`config.mk`:
```
export PLATFORM = sky130hd
export DESIGN_NAME = etp_ctrl_flat
export DESIGN_NICKNAME = d
export VERILOG_FILES = /design/src/hw/rtl/etp_pkg.sv /design/src/hw/rtl/etp_if.sv /design/src/hw/rtl/etp_ctrl.sv /design/src/flat_wrapper.sv
export SDC_FILE = /design/constraint.sdc
export NUM_CORES = 1
export LEC_CHECK = 0
export ABC_AREA = 1
export CAP_MARGIN = 10
export CORE_MARGIN = 5
export CORE_UTILIZATION = 40
export CTS_CLUSTER_DIAMETER = 200
export DETAILED_ROUTE_END_ITERATION = 10
export DONT_BUFFER_PORTS = 1
export PLACE_DENSITY = 0.62
export SETUP_SLACK_MARGIN = 0.4
export SYNTH_ARGS = -nofsm -noshare
export SYNTH_HDL_FRONTEND = slang
export SYNTH_SLANG_ARGS = --single-unit
```
`constraint.sdc`:
```
create_clock -name clk -period 3.4 [get_ports clk]
set_input_delay 0.68 -clock clk [delete_from_list [all_inputs] [get_ports clk]]
set_output_delay 0.68 -clock clk [all_outputs]
set_load 0.02 [all_outputs]
```
`src/hw/rtl/etp_pkg.sv`:
```
// ----------------------------------------------------------------------------
// etp_pkg
// Types and constants shared by the event transition profiler modules.
// ----------------------------------------------------------------------------
package etp_pkg;

	// Field widths of the request and response items.
	localparam int unsigned CMD_W   = 2;
	localparam int unsigned ID_W    = 4;
	localparam int unsigned TIME_W  = 32;
	localparam int unsigned SIZE_W  = 5;
	localparam int unsigned COUNT_W = 16;
	localparam int unsigned CLASS_W = 2;

	// Command codes carried in the cmd field.
	typedef enum logic [CMD_W-1:0] {
		CMD_EVENT     = 2'd0,
		CMD_SET_LIMIT = 2'd1,
		CMD_READ      = 2'd2,
		CMD_CLEAR     = 2'd3
	} cmd_t;

	// Transition classes reported in event_class.
	localparam logic [CLASS_W-1:0] CLS_NONE   = 2'd0;
	localparam logic [CLASS_W-1:0] CLS_NORMAL = 2'd1;
	localparam logic [CLASS_W-1:0] CLS_LATE   = 2'd2;

	// A limit of all ones disables the late check for a pair.
	localparam logic [TIME_W-1:0] NO_LIMIT = '1;

	// One word of the pair table.
	typedef struct packed {
		logic [COUNT_W-1:0] normal;
		logic [COUNT_W-1:0] late;
		logic [TIME_W-1:0]  limit;
	} entry_t;

	// Value of a pair after reset or clear.
	localparam entry_t ENTRY_RESET = '{normal: '0, late: '0, limit: NO_LIMIT};

	// Table port controls.
	typedef struct packed {
		logic rd;
		logic wr;
	} mem_ctl_t;

	// Response payload as produced by the controller.
	typedef struct packed {
		logic [COUNT_W-1:0] normal_count;
		logic [COUNT_W-1:0] late_count;
		logic [TIME_W-1:0]  pair_limit;
		logic [CLASS_W-1:0] event_class;
	} result_t;

endpackage

```
`src/hw/rtl/etp_if.sv`:
```
// ----------------------------------------------------------------------------
// etp_req_if / etp_rsp_if
// Valid/ready channels for profiler requests and responses.
// ----------------------------------------------------------------------------
interface etp_req_if;
	logic                          valid;
	logic                          ready;
	logic [etp_pkg::CMD_W-1:0]     cmd;
	logic [etp_pkg::ID_W-1:0]      event_id;
	logic [etp_pkg::ID_W-1:0]      from_event;
	logic [etp_pkg::TIME_W-1:0]    time_or_limit;
	logic [etp_pkg::SIZE_W-1:0]    clear_size;

	modport source (
		output valid, cmd, event_id, from_event, time_or_limit, clear_size,
		input  ready
	);
	modport sink (
		input  valid, cmd, event_id, from_event, time_or_limit, clear_size,
		output ready
	);
endinterface


```
`src/hw/rtl/etp_ctrl.sv`:
```
// ----------------------------------------------------------------------------
// etp_ctrl
// Command sequencer: accepts items, reads the addressed pair, classifies and
// updates it, sweeps the table for clears and after reset.
// ----------------------------------------------------------------------------
module etp_ctrl #(
	parameter int unsigned NUM_EVENTS = 16
) (
	input  logic                 clk,
	input  logic                 arst_n,
	etp_req_if.sink              req,
	input  logic                 slot_free,
	output logic                 res_load,
	output etp_pkg::result_t     res,
	output etp_pkg::mem_ctl_t    mem_ctl,
	output logic [2*$clog2(NUM_EVENTS)-1:0] mem_addr,
	output etp_pkg::entry_t      mem_wdata,
	input  etp_pkg::entry_t      mem_rdata
);

	localparam int unsigned IDX_W  = $clog2(NUM_EVENTS);
	localparam int unsigned ADDR_W = 2 * IDX_W;

	typedef enum logic [1:0] {
		ST_IDLE,
		ST_EXEC,
		ST_CLEAR
	} state_t;

	state_t                         state_q;
	etp_pkg::cmd_t                  op_q;
	logic                           hit_q;
	logic [etp_pkg::TIME_W-1:0]     val_q;
	logic [ADDR_W-1:0]              addr_q;
	logic [IDX_W-1:0]               prev_event_q;
	logic [etp_pkg::TIME_W-1:0]     prev_time_q;
	logic                           seen_first_q;
	logic                           init_q;
	logic [IDX_W-1:0]               row_q;
	logic [IDX_W-1:0]               col_q;
	logic [IDX_W-1:0]               last_q;

	etp_pkg::cmd_t                  in_cmd;
	logic                           accept;
	logic                           dst_ok;
	logic                           src_ok;
	logic [IDX_W-1:0]               dst_idx;
	logic [IDX_W-1:0]               src_idx;
	logic [ADDR_W-1:0]              acc_addr;
	logic                           acc_hit;
	logic                           size_zero;
	logic                           size_sat;
	logic                           is_late;
	etp_pkg::entry_t                upd_entry;
	logic [etp_pkg::CLASS_W-1:0]    upd_class;

	// Request decode.
	assign req.ready = (state_q == ST_IDLE);
	assign accept    = req.valid && req.ready;
	assign in_cmd    = etp_pkg::cmd_t'(req.cmd);
	assign dst_ok    = 32'(req.event_id) < NUM_EVENTS;
	assign src_ok    = 32'(req.from_event) < NUM_EVENTS;
	assign dst_idx   = IDX_W'(req.event_id);
	assign src_idx   = IDX_W'(req.from_event);
	assign size_zero = (req.clear_size == '0);
	assign size_sat  = 32'(req.clear_size) > NUM_EVENTS;

	// Pair address and whether the item touches the table at all.
	always_comb begin
		acc_addr = {src_idx, dst_idx};
		acc_hit  = 1'b0;
		unique case (in_cmd)
			etp_pkg::CMD_EVENT: begin
				acc_addr = {prev_event_q, dst_idx};
				acc_hit  = dst_ok && seen_first_q;
			end
			etp_pkg::CMD_SET_LIMIT,
			etp_pkg::CMD_READ: begin
				acc_hit  = dst_ok && src_ok;
			end
			etp_pkg::CMD_CLEAR: begin
				acc_hit  = 1'b0;
			end
		endcase
	end

	// Classify and update the pair held in the table read register.
	always_comb begin
		upd_entry = mem_rdata;
		upd_class = etp_pkg::CLS_NONE;
		is_late   = (mem_rdata.limit != etp_pkg::NO_LIMIT) && (val_q >= mem_rdata.limit);
		unique case (op_q)
			etp_pkg::CMD_EVENT: begin
				if (is_late) begin
					upd_entry.late = mem_rdata.late + 16'd1;
					upd_class      = etp_pkg::CLS_LATE;
				end else begin
					upd_entry.normal = mem_rdata.normal + 16'd1;
					upd_class        = etp_pkg::CLS_NORMAL;
				end
			end
			etp_pkg::CMD_SET_LIMIT: begin
				upd_entry.limit = val_q;
			end
			etp_pkg::CMD_READ,
			etp_pkg::CMD_CLEAR: begin
			end
		endcase
	end

	// Result of the current item; zero when the table was not used.
	assign res_load = (state_q == ST_EXEC) && slot_free;
	always_comb begin
		res = '0;
		if (hit_q) begin
			res.normal_count = upd_entry.normal;
			res.late_count   = upd_entry.late;
			res.pair_limit   = upd_entry.limit;
			res.event_class  = upd_class;
		end
	end

	// Table port: read on accept, write back on completion, sweep on clear and after reset.
	always_comb begin
		mem_ctl.rd = accept;
		mem_ctl.wr = 1'b0;
		mem_addr   = acc_addr;
		mem_wdata  = upd_entry;
		unique case (state_q)
			ST_IDLE: begin
			end
			ST_EXEC: begin
				mem_addr   = addr_q;
				mem_ctl.wr = res_load && hit_q &&
					((op_q == etp_pkg::CMD_EVENT) || (op_q == etp_pkg::CMD_SET_LIMIT));
			end
			ST_CLEAR: begin
				mem_addr   = {row_q, col_q};
				mem_wdata  = etp_pkg::ENTRY_RESET;
				mem_ctl.wr = 1'b1;
			end
		endcase
	end

	// Sequencer state and per-item registers.
	always_ff @(posedge clk or negedge arst_n) begin
		if (!arst_n) begin
			state_q      <= ST_CLEAR;
			op_q         <= etp_pkg::CMD_CLEAR;
			hit_q        <= 1'b0;
			val_q        <= '0;
			addr_q       <= '0;
			prev_event_q <= '0;
			prev_time_q  <= '0;
			seen_first_q <= 1'b0;
			init_q       <= 1'b1;
			row_q        <= '0;
			col_q        <= '0;
			last_q       <= IDX_W'(NUM_EVENTS - 1);
		end else begin
			unique case (state_q)
				ST_IDLE: begin
					if (accept) begin
						op_q   <= in_cmd;
						hit_q  <= acc_hit;
						addr_q <= acc_addr;
						if (in_cmd == etp_pkg::CMD_EVENT) begin
							val_q <= req.time_or_limit - prev_time_q;
						end else begin
							val_q <= req.time_or_limit;
						end
						if ((in_cmd == etp_pkg::CMD_EVENT) && dst_ok) begin
							prev_event_q <= dst_idx;
							prev_time_q  <= req.time_or_limit;
							seen_first_q <= 1'b1;
						end
						if (in_cmd == etp_pkg::CMD_CLEAR) begin
							prev_event_q <= '0;
							seen_first_q <= 1'b0;
							row_q        <= '0;
							col_q        <= '0;
							if (size_sat) begin
								last_q <= IDX_W'(NUM_EVENTS - 1);
							end else begin
								last_q <= IDX_W'(req.clear_size - 5'd1);
							end
							state_q <= size_zero ? ST_EXEC : ST_CLEAR;
						end else begin
							state_q <= ST_EXEC;
						end
					end
				end
				ST_EXEC: begin
					if (slot_free) begin
						state_q <= ST_IDLE;
					end
				end
				ST_CLEAR: begin
					if (col_q == last_q) begin
						col_q <= '0;
						if (row_q == last_q) begin
							init_q  <= 1'b0;
							state_q <= init_q ? ST_IDLE : ST_EXEC;
						end else begin
							row_q <= row_q + 1'b1;
						end
					end else begin
						col_q <= col_q + 1'b1;
					end
				end
				default: begin
					state_q <= ST_IDLE;
				end
			endcase
		end
	end

endmodule

```
`src/flat_wrapper.sv`:
```
// flat-port wrapper written by rule: the top's interface ports become plain ports
module etp_ctrl_flat 
#(
	parameter int unsigned NUM_EVENTS = 16
)
  (clk, arst_n, slot_free, res_load, res, mem_ctl, mem_addr, mem_wdata, mem_rdata, req_valid, req_cmd, req_event_id, req_from_event, req_time_or_limit, req_clear_size, req_ready);
  etp_req_if req_i ();
  input  logic clk;
  input  logic arst_n;
  input  logic slot_free;
  output logic res_load;
  output etp_pkg::result_t res;
  output etp_pkg::mem_ctl_t mem_ctl;
  output logic [2*$clog2(NUM_EVENTS)-1:0] mem_addr;
  output etp_pkg::entry_t mem_wdata;
  input  etp_pkg::entry_t mem_rdata;
  input wire logic [$bits(req_i.valid)-1:0] req_valid;
  input wire logic [$bits(req_i.cmd)-1:0] req_cmd;
  input wire logic [$bits(req_i.event_id)-1:0] req_event_id;
  input wire logic [$bits(req_i.from_event)-1:0] req_from_event;
  input wire logic [$bits(req_i.time_or_limit)-1:0] req_time_or_limit;
  input wire logic [$bits(req_i.clear_size)-1:0] req_clear_size;
  output wire logic [$bits(req_i.ready)-1:0] req_ready;
  assign req_i.valid = req_valid;
  assign req_i.cmd = req_cmd;
  assign req_i.event_id = req_event_id;
  assign req_i.from_event = req_from_event;
  assign req_i.time_or_limit = req_time_or_limit;
  assign req_i.clear_size = req_clear_size;
  assign req_ready = req_i.ready;
  etp_ctrl #(.NUM_EVENTS(NUM_EVENTS)) u_core (.clk(clk), .arst_n(arst_n), .req(req_i), .slot_free(slot_free), .res_load(res_load), .res(res), .mem_ctl(mem_ctl), .mem_addr(mem_addr), .mem_wdata(mem_wdata), .mem_rdata(mem_rdata));
endmodule
```
==> results of run 1 <==
[logic make-up after synthesis]
logic type / after synthesis / share of synthesized area
AOI/OAI and AO/OA: 286 / 0.164
xor gates and xnor gates: 34 / 0.0322
adders and majority gates: 74 / 0.101
buffers and inverters: 260 / 0.109
DFF: 95 / 0.258
muxes: 1 / 0.00122
and+or+nand+nor: 746 / 0.335
[registers in the layout (all words and copies together), names as in the netlist]
register / count
u_core.val_q: 32
u_core.addr_q: 8
u_core.hit_q: 1
u_core.row_q: 4
u_core.state_q: 2
u_core.last_q: 4
u_core.seen_first_q: 1
u_core.prev_time_q: 32
u_core.init_q: 1
u_core.col_q: 4
u_core.op_q: 2
u_core.prev_event_q: 4
[cell type report]
type,count,area [um2]
fillers,2383,11700
well taps,285,357
flip-flops and latches,95,2390
multi-input cells,1141,6280
clock inverters,6,51.3
repair buffers,102,902
clock buffers,10,239
inverters,202,766
[per-layer routing]
metal | GRT usage | up-vias | wire (um) | share of wire
met2 | 0.388 | 316 | 14700 | 0.47
met4 | 0.0500 | 0 | 536 | 0.017
li1 | - | 4958 | - | -
met1 | 0.300 | 4527 | 13700 | 0.44
met3 | 0.0586 | 39 | 2560 | 0.081
met5 | 0 | - | 0 | 0
[metrics by stage]
stage | instance area, um2 | utilization
2_1_floorplan | 9310 | -
3_3_place_gp | 10100 | 0.444
3_5_place_dp | 10100 | 0.444
4_1_cts | 10700 | 0.469
5_1_grt | 11000 | 0.484
6_report | 11000 | 0.484
[report_power, final]
| group | leakage, nW | internal, W | switching, W | total (W) |
|---|---|---|---|---|
| Combinational | 4.30 | 0.00240 | 0.00455 | 0.00695 |
| Clock | 0.140 | 0.000527 | 0.000477 | 0.00100 |
| Sequential | 1.16 | 0.00166 | 0.000395 | 0.00205 |
| Total | 5.60 | 0.00459 | 0.00542 | 0.0100 |
[what timing repair did]
item,4_1_cts,5_1_grt
endpoints found under the hold margin,12,2
resized for setup,35,67
cloned,1,1
endpoints found under the setup margin,66,111
buffers inserted,10,3
hold buffers,1,2
pin swaps,12,22
[worst max-delay path: stages]
cell        delay [ps]
clkinvlp_4         120
ha_4               280
a21oi_4            120
nor2_2              50
nor3b_2            170
nand2_1             80
nor2_2             150
nand2_4            100
nand2_8            110
buf_6              130
buf_16             110
nand4_1            180
a21oi_2            340
[cells in the mapped netlist (all sizes together), types with 8 or more instances]
cell type,instances
clkbuf,46
nand3,76
inv,202
nor2,171
buf,12
dfrtp,87
nand4,30
nand2,430
dfstp,8
o21ai,122
a21oi,130
nor3,26
nor4,8
xnor2,10
ha,73
xor2,24
[final timing paths]
check,start,end,slack [ps]
hold / removal,arst_n,u_core.prev_time_q[24],40
setup reg to reg,u_core.state_q[1],u_core.row_q[2],850
max in group asynchronous,arst_n,u_core.val_q[3],2220
min in group clk,req_clear_size[0],u_core.last_q[0],390
hold reg to reg,u_core.prev_time_q[27],u_core.prev_time_q[27],480
setup / recovery,mem_rdata[29],res[59],90
==> impl_metrics.json, run 1 <==
{
  "syn_to_final_growth_pct": 18.7,
  "finalCriticalPeriod_ps": 3310,
  "io_buffers": 0,
  "antenna_left": 0,
  "routabilityCongestion": 0.906,
  "drc": 0,
  "synth_seq_area_share": 0.258,
  "netlist_area_um2": 9260,
  "grt_pass1_wl_um": 49300,
  "final_common_cell": "nand2_1",
  "clock-root-buffer": "clkbuf_16",
  "synth_top_area_frac": 0.235,
  "yosysWarnings": 0,
  "num_vias": 9840,
  "reg2regPathDepth": 8,
  "num_io_pins": 257,
  "crit_path_end_kind": "output port",
  "maxCapViolCount": 0,
  "crit_arrival_ps": 2630,
  "hpwl_um": 24800,
  "grt_util_all_layers": 0.230,
  "ys_dominant_reg_cell": "dfrtp_1",
  "grt_pass1_vias": 9276,
  "viasPerCell": 5.34,
  "cts.htree.levels": 3,
  "cp_max_fo": 7,
  "cts_buffer_depth": 2,
  "dp_cells": 1807,
  "power_w": 0.0100,
  "fmax_mhz": 302,
  "dp_slack_ps": 66.7,
  "finalCritPeriodShare": 0.974,
  "synth.net_count": 1685,
  "power_density_nw_per_um2": 911,
  "fp.dieH_um": 162,
  "status": "completed",
  "startpoint_type": "input port",
  "die_area_um2": 26300,
  "grt_overflow": 0,
  "drive_above_1_share": 0.147,
  "cts_buffers": 9,
  "core_area_um2": 22700,
  "crit_type": "in2out",
  "setup_viol": 0,
  "synthArstFlopShare": 1.00,
  "clock_skew_ps": 13.2,
  "max-slew-margin-rel": 0.295,
  "setup_slack_ps": 88.6,
  "nets": 1740,
  "drt_iter0_markers": 579,
  "routedWlPerCell_um": 17.1,
  "antenna_found_initial": 0,
  "n_antenna_cell": 0,
  "synth-edff-count": 0,
  "synth_seq_cells": 95,
  "synth_top_cell_by_area": "dfrtp_1",
  "tns_ps": 0,
  "clk_pin_slew_ps": 60,
  "first_pass_iters": 7,
  "final_cell_mix": "nand2_1 (394), inv_1 (196), nor2_1 (150)",
  "synth_area_leaders": "dfrtp_1 (24%), nand2_1 (17%), ha_1 (9.9%), inv_1 (8.2%), a21oi_1 (7.0%)",
  "rows": 55,
  "final_max_slew_viol_count": 0,
  "cts_tree": "done",
  "fin_hold_ws_ps": 37.3,
  "rsz0062_at_grt": "yes",
  "start_util": 0.408,
  "die_x_um": 162,
  "grt_start_max_net_pins": 85,
  "synthCells": 1496,
  "clock_latency_ps": 360,
  "p_leak_nw": 5.60,
  "min_path_type": "in2async",
  "crit_required_ps": 2720,
  "finalHoldViolCount": 0,
  "ir_drop_v": 0.000392,
  "yosys.cell_types.count": 43,
  "fin_cells": 1841,
  "tightest_slew_ps": 1060,
  "synth_area_per_cell_um2": 6.19,
  "cts.sinks": 95,
  "wirelength_um": 31500
}
(Power assumes the default switching activity.)
==> run 2, diff against run 1 <==
--- a/config.mk
+++ b/config.mk
@@ -13,6 +13,7 @@
 export DETAILED_ROUTE_END_ITERATION = 10
 export DONT_BUFFER_PORTS = 1
 export PLACE_DENSITY = 0.62
+export REMOVE_ABC_BUFFERS = 1
 export SETUP_SLACK_MARGIN = 0.4
 export SYNTH_ARGS = -nofsm -noshare
 export SYNTH_HDL_FRONTEND = slang
==> impl_metrics.json, run 2 (synthesis gave the netlist of run 1 again) <==
{
  "status": "completed",
  "min_path_type": "in2async",
  "core_area_um2": 22700,
  "rsz0062_at_grt": "yes",
  "cts_buffer_depth": 2,
  "hpwl_um": 25700,
  "finalCritPeriodShare": 0.979,
  "n_antenna_cell": 0,
  "antenna_left": 0,
  "cp_cell_sequence": "ha_4, nand2_1, nor2_4, nand2_1, nor2_1, nor2_1, nand2_1, nand2_1, nand2_2, nand2_2, nand2_4, nand2_8, buf_12, nor2_4, inv_2, nand2_2, nand2_4, nor2_4, buf_6",
  "cts.sinks": 95,
  "syn_to_final_growth_pct": 22.0,
  "crit_arrival_ps": 2650,
  "cts_buffers": 9,
  "setup_viol": 0,
  "max_stage_delay_ps": 440,
  "grt_pass1_vias": 9437,
  "dp_cells": 1843,
  "viasPerCell": 5.29,
  "crit_path_end_kind": "output port",
  "clock_skew_ps": 12.3,
  "crit_slowest_cell": "dfrtp_1",
  "setup_slack_ps": 71.8,
  "grt_overflow": 0,
  "cts_tree": "done",
  "startpoint_type": "flip-flop",
  "drc": 0,
  "rows": 55,
  "drive_above_1_share": 0.164,
  "p_leak_nw": 5.82,
  "path_delay_family": "simple AND/OR/NAND/NOR gates",
  "antenna_found_initial": 0,
  "final_cell_mix": "nand2_1 (389), inv_1 (199), nor2_1 (154)",
  "crit_required_ps": 2720,
  "largestRegisters": "u_core.prev_time_q: 32 flops, u_core.val_q: 32 flops, u_core.addr_q: 8 flops",
  "routedWlPerCell_um": 17.5,
  "worst-path-stages": 19,
  "fmax_mhz": 300,
  "die_x_um": 162,
  "routabilityCongestion": 0.949,
  "io_buffers": 0,
  "cts.htree.levels": 3,
  "drt_iter0_markers": 670,
  "wirelength_um": 33000,
  "clock_latency_ps": 360,
  "fin_cells": 1886,
  "ir_drop_v": 0.000380,
  "crit_path_frequent_cell": "nand2_1",
  "regToRegSetupSlack_ps": 740,
  "start_util": 0.408,
  "tns_ps": 0,
  "nets": 1785,
  "grt_util_all_layers": 0.241,
  "num_vias": 9974,
  "first_pass_iters": 5,
  "timing.rr.end": "u_core.val_q[28]",
  "tightest_slew_ps": 570,
  "fp.dieH_um": 162,
  "max-slew-margin-rel": 0.619,
  "finalCriticalPeriod_ps": 3330,
  "cp_max_fo": 6,
  "crit_buf_inv": 3,
  "clk_pin_slew_ps": 70,
  "dp_slack_ps": 41.2,
  "maxCapViolCount": 0,
  "num_io_pins": 257,
  "r2r-start": "u_core.prev_time_q[0]",
  "fin_hold_ws_ps": 22.8,
  "power_density_nw_per_um2": 927,
  "grt_pass1_wl_um": 50900,
  "grt_start_max_net_pins": 86,
  "crit_type": "reg2out",
  "die_area_um2": 26300,
  "clock-root-buffer": "clkbuf_16",
  "final_common_cell": "nand2_1",
  "finalHoldViolCount": 0,
  "reg2regPathDepth": 14,
  "final_max_slew_viol_count": 0
}
==> run 2: report_power, final <==
part / leakage (nW) / switching [W] / internal [W]
Combinational: 4.52 / 0.00468 / 0.00270
Sequential: 1.16 / 0.000410 / 0.00166
Clock: 0.142 / 0.000480 / 0.000528
Total: 5.82 / 0.00557 / 0.00489
==> run 2: final cells by class <==
type	count	area, um2
timing repair buffer	146	1270
sequential	95	2390
inverter	202	758
fill	2343	11400
tap	285	357
clock buffer	10	239
multi-input combinational	1142	6230
clock inverter	6	50.0
==> run 2: worst max path at each step <==
stage                       from                     end  slack, ps
2_1_floorplan  u_core.state_q[1]  u_core.prev_time_q[31]       -850
3_3_place_gp       mem_rdata[15]                 res[61]         50
3_5_place_dp        mem_rdata[7]                 res[57]         40
4_1_cts          u_core.val_q[5]           mem_wdata[33]         70
5_1_grt          u_core.val_q[4]           mem_wdata[32]       -140
6_report         u_core.val_q[5]           mem_wdata[32]         70
==> run 2: layer usage <==
metal / track usage / routed length [um] / share of wire / vias to the layer above
met2: 0.401 / 15500 / 0.47 / 331
met5: 0 / 0 / 0 / -
met3: 0.0594 / 2460 / 0.074 / 50
met4: 0.0684 / 802 / 0.024 / 0
li1: - / - / - / 5036
met1: 0.311 / 14200 / 0.43 / 4557
==> run 2: repair_timing <==
action | 4_1_cts | 5_1_grt
gates cloned | 3 | 0
hold buffers | 2 | 1
pin swaps | 21 | 30
setup endpoints to repair | 75 | 66
buffers inserted | 15 | 6
resized for setup | 40 | 68
hold endpoints to repair | 11 | 7
==> run 2: worst reg2reg max path: cells and delay by family (launching register included) <==
family	cells	cell delay, ps
adder cells (fa/ha/maj)	2	590
flip-flops	1	390
buffers and inverters	1	90
AO/OA/AOI/OAI	1	370
AND/OR/NAND/NOR	10	1100
==> run 2: stage by stage <==
stage / instance area [um2] / power [W] / util
finish: 11300 / 0.0105 / 0.497
global placement: 10300 / 0.00863 / 0.454
global route: 11300 / 0.0114 / 0.497
detailed placement: 10300 / 0.00869 / 0.454
floorplan: 9010 / 0.00649 / -
CTS: 11000 / 0.0102 / 0.482
==> run 3, diff against run 2 <==
--- a/config.mk
+++ b/config.mk
@@ -10,6 +10,7 @@
 export CORE_MARGIN = 5
 export CORE_UTILIZATION = 40
 export CTS_CLUSTER_DIAMETER = 200
+export CTS_CLUSTER_SIZE = 28
 export DETAILED_ROUTE_END_ITERATION = 10
 export DONT_BUFFER_PORTS = 1
 export PLACE_DENSITY = 0.62
==> constraint.sdc (replaced) <==
create_clock -name clk -period 3.4 [get_ports clk]
set_input_delay 0.34 -clock clk [delete_from_list [all_inputs] [get_ports clk]]
set_output_delay 0.34 -clock clk [all_outputs]
set_load 0.02 [all_outputs]
==> impl_metrics.json, run 3 (synthesis gave the netlist of run 1 again) <==
{
  "power_density_nw_per_um2": 919,
  "wirelength_um": 31900,
  "setup_viol": 0,
  "route.top_layer_used": "met4",
  "hpwl_um": 25300,
  "worst-path-stages": 11,
  "clock_skew_ps": 6.64,
  "fin_hold_ws_ps": 27.3,
  "io_buffers": 0,
  "path_delay_family": "simple AND/OR/NAND/NOR gates",
  "rows": 55,
  "clock-root-buffer": "clkbuf_16",
  "first_pass_iters": 5,
  "antenna_found_initial": 0,
  "cts_tree": "done",
  "finalCriticalPeriod_ps": 2980,
  "cp_cell_sequence": "ha_4, nand2_1, nor2_2, nand4_1, a21oi_2, nor2_4, nand2_8, nand2_8, nand3_2, nand2_1, a21oi_4",
  "die_x_um": 162,
  "r2r-start": "u_core.prev_time_q[0]",
  "crit_buf_inv": 0,
  "multi_input_area_um2": 6490,
  "drive_above_1_share": 0.133,
  "cts.sinks": 95,
  "reg2regPathDepth": 12,
  "clock_latency_ps": 360,
  "grt_pass1_vias": 9104,
  "crit_path_end_kind": "output port",
  "final_common_cell": "nand2_1",
  "holdPathStages": 1,
  "finalHoldViolCount": 0,
  "timing.rr.end": "u_core.val_q[30]",
  "final_core_util": 0.473,
  "crit_type": "reg2out",
  "drt_iter0_markers": 891,
  "tns_ps": 0,
  "finalCritPeriodShare": 0.878,
  "syn_to_final_growth_pct": 16.0,
  "met2_length_um": 15100,
  "ir_drop_v": 0.000380,
  "crit_start": "u_core.val_q[31]",
  "met3_length_um": 2440,
  "rsz0062_at_grt": "yes",
  "crit_slowest_cell": "dfrtp_1",
  "status": "completed",
  "fmax_mhz": 335,
  "cts.htree.levels": 3,
  "viasPerCell": 5.43,
  "fp.dieH_um": 162,
  "nFillCells": 2335,
  "final_cell_mix": "nand2_1 (400), inv_1 (199), a21oi_1 (118), o21ai_0 (118), nor2_1 (112)",
  "num_io_pins": 257,
  "crit_path_end": "mem_wdata[59]",
  "wirelength_met1_um": 13700,
  "core_area_um2": 22700,
  "routabilityCongestion": 0.933,
  "grt_overflow": 0,
  "routedWlPerCell_um": 17.7,
  "cts_buffers": 9,
  "grt_pass1_wl_um": 49300,
  "crit_required_ps": 3060,
  "die_area_um2": 26300,
  "crit_arrival_ps": 2640,
  "nets": 1698,
  "regToRegSetupSlack_ps": 620,
  "final_max_slew_viol_count": 0,
  "n_antenna_cell": 0,
  "max_stage_delay_ps": 430,
  "num_vias": 9765,
  "grt_start_max_net_pins": 96,
  "clk_pin_slew_ps": 70,
  "maxCapViolCount": 0,
  "min_path_type": "in2reg",
  "power_w": 0.00986,
  "cp_max_fo": 20,
  "startpoint_type": "flip-flop",
  "largestRegisters": "u_core.prev_time_q: 32 flops, u_core.val_q: 32 flops, u_core.addr_q: 8 flops",
  "p_leak_nw": 5.38,
  "grt_util_all_layers": 0.234,
  "max-slew-margin-rel": 0.462,
  "tightest_slew_ps": 806,
  "start_util": 0.408,
  "drc": 0,
  "cts_buffer_depth": 2,
  "regArea_um2": 2390,
  "antenna_left": 0
}
[run 3: cell types whose count changed in the layout (fill, tap and decap cells not counted), sizes merged]
| cell | before | now |
|---|---|---|
| bufinv | 0 | 1 |
| nand2 | 430 | 433 |
| buf | 143 | 55 |
| dlygate4sd3 | 3 | 1 |
| clkinv | 1 | 3 |
| inv | 206 | 203 |
[run 3: area by class of cell]
class / count / area share
flip-flops and latches: 95 / 0.222
repair buffers: 56 / 0.0413
multi-input cells: 1145 / 0.605
inverters: 202 / 0.0706
well taps: 285 / 0.0332
clock inverters: 6 / 0.00641
clock buffers: 10 / 0.0213
[run 3: power breakdown]
group | switching (W) | internal [W] | total (W) | leakage, nW
Clock | 0.000477 | 0.000575 | 0.00105 | 0.143
Sequential | 0.000373 | 0.00166 | 0.00203 | 1.16
Combinational | 0.00466 | 0.00212 | 0.00678 | 4.08
Total | 0.00551 | 0.00436 | 0.00986 | 5.38
[run 3: worst min-delay path by stage]
stage	slack [ps]	endpoint	from
after floorplan	40	u_core.addr_q[0]	arst_n
after global placement	50	u_core.prev_time_q[7]	arst_n
after detailed placement	50	u_core.prev_time_q[8]	arst_n
after CTS	20	u_core.last_q[0]	req_clear_size[0]
after global routing	9	u_core.last_q[0]	req_clear_size[0]
final	30	u_core.last_q[0]	req_clear_size[0]
[run 3: worst register-to-register path, cell delays in order, from the launching register on]
cell	delay, ps
dfrtp_1	390
ha_1	220
fa_1	370
inv_1	90
nand3_1	70
nand2_1	160
a21oi_1	160
o21ai_0	350
nand3_1	190
nand3_1	110
nand2_1	40
o21ai_0	410
nand2_1	90
[run 3: metal layers]
layer  GRT usage  vias to the layer above
met5           0                        -
met4      0.0619                        0
met3      0.0551                       43
met2       0.396                      326
met1       0.300                     4535
li1            -                     4861
[run 3: per-stage QoR]
stage | worst slack, ps | cells | cell area (um2)
after floorplan | -849 | 1438 | 9010
after global placement | 375 | 1773 | 9750
after detailed placement | 371 | 1773 | 9750
after CTS | 342 | 1796 | 10300
after global routing | 295 | 1799 | 10700
final | 416 | 1799 | 10700
[run 3: timing repair]
item / CTS / global route
resized for setup: 53 / 95
pin swaps: 11 / 29
hold buffers: 2 / 0
endpoints found under the hold margin: 95 / 0
cloned: 3 / 1
endpoints found under the setup margin: 66 / 66
setup buffers: 2 / 2
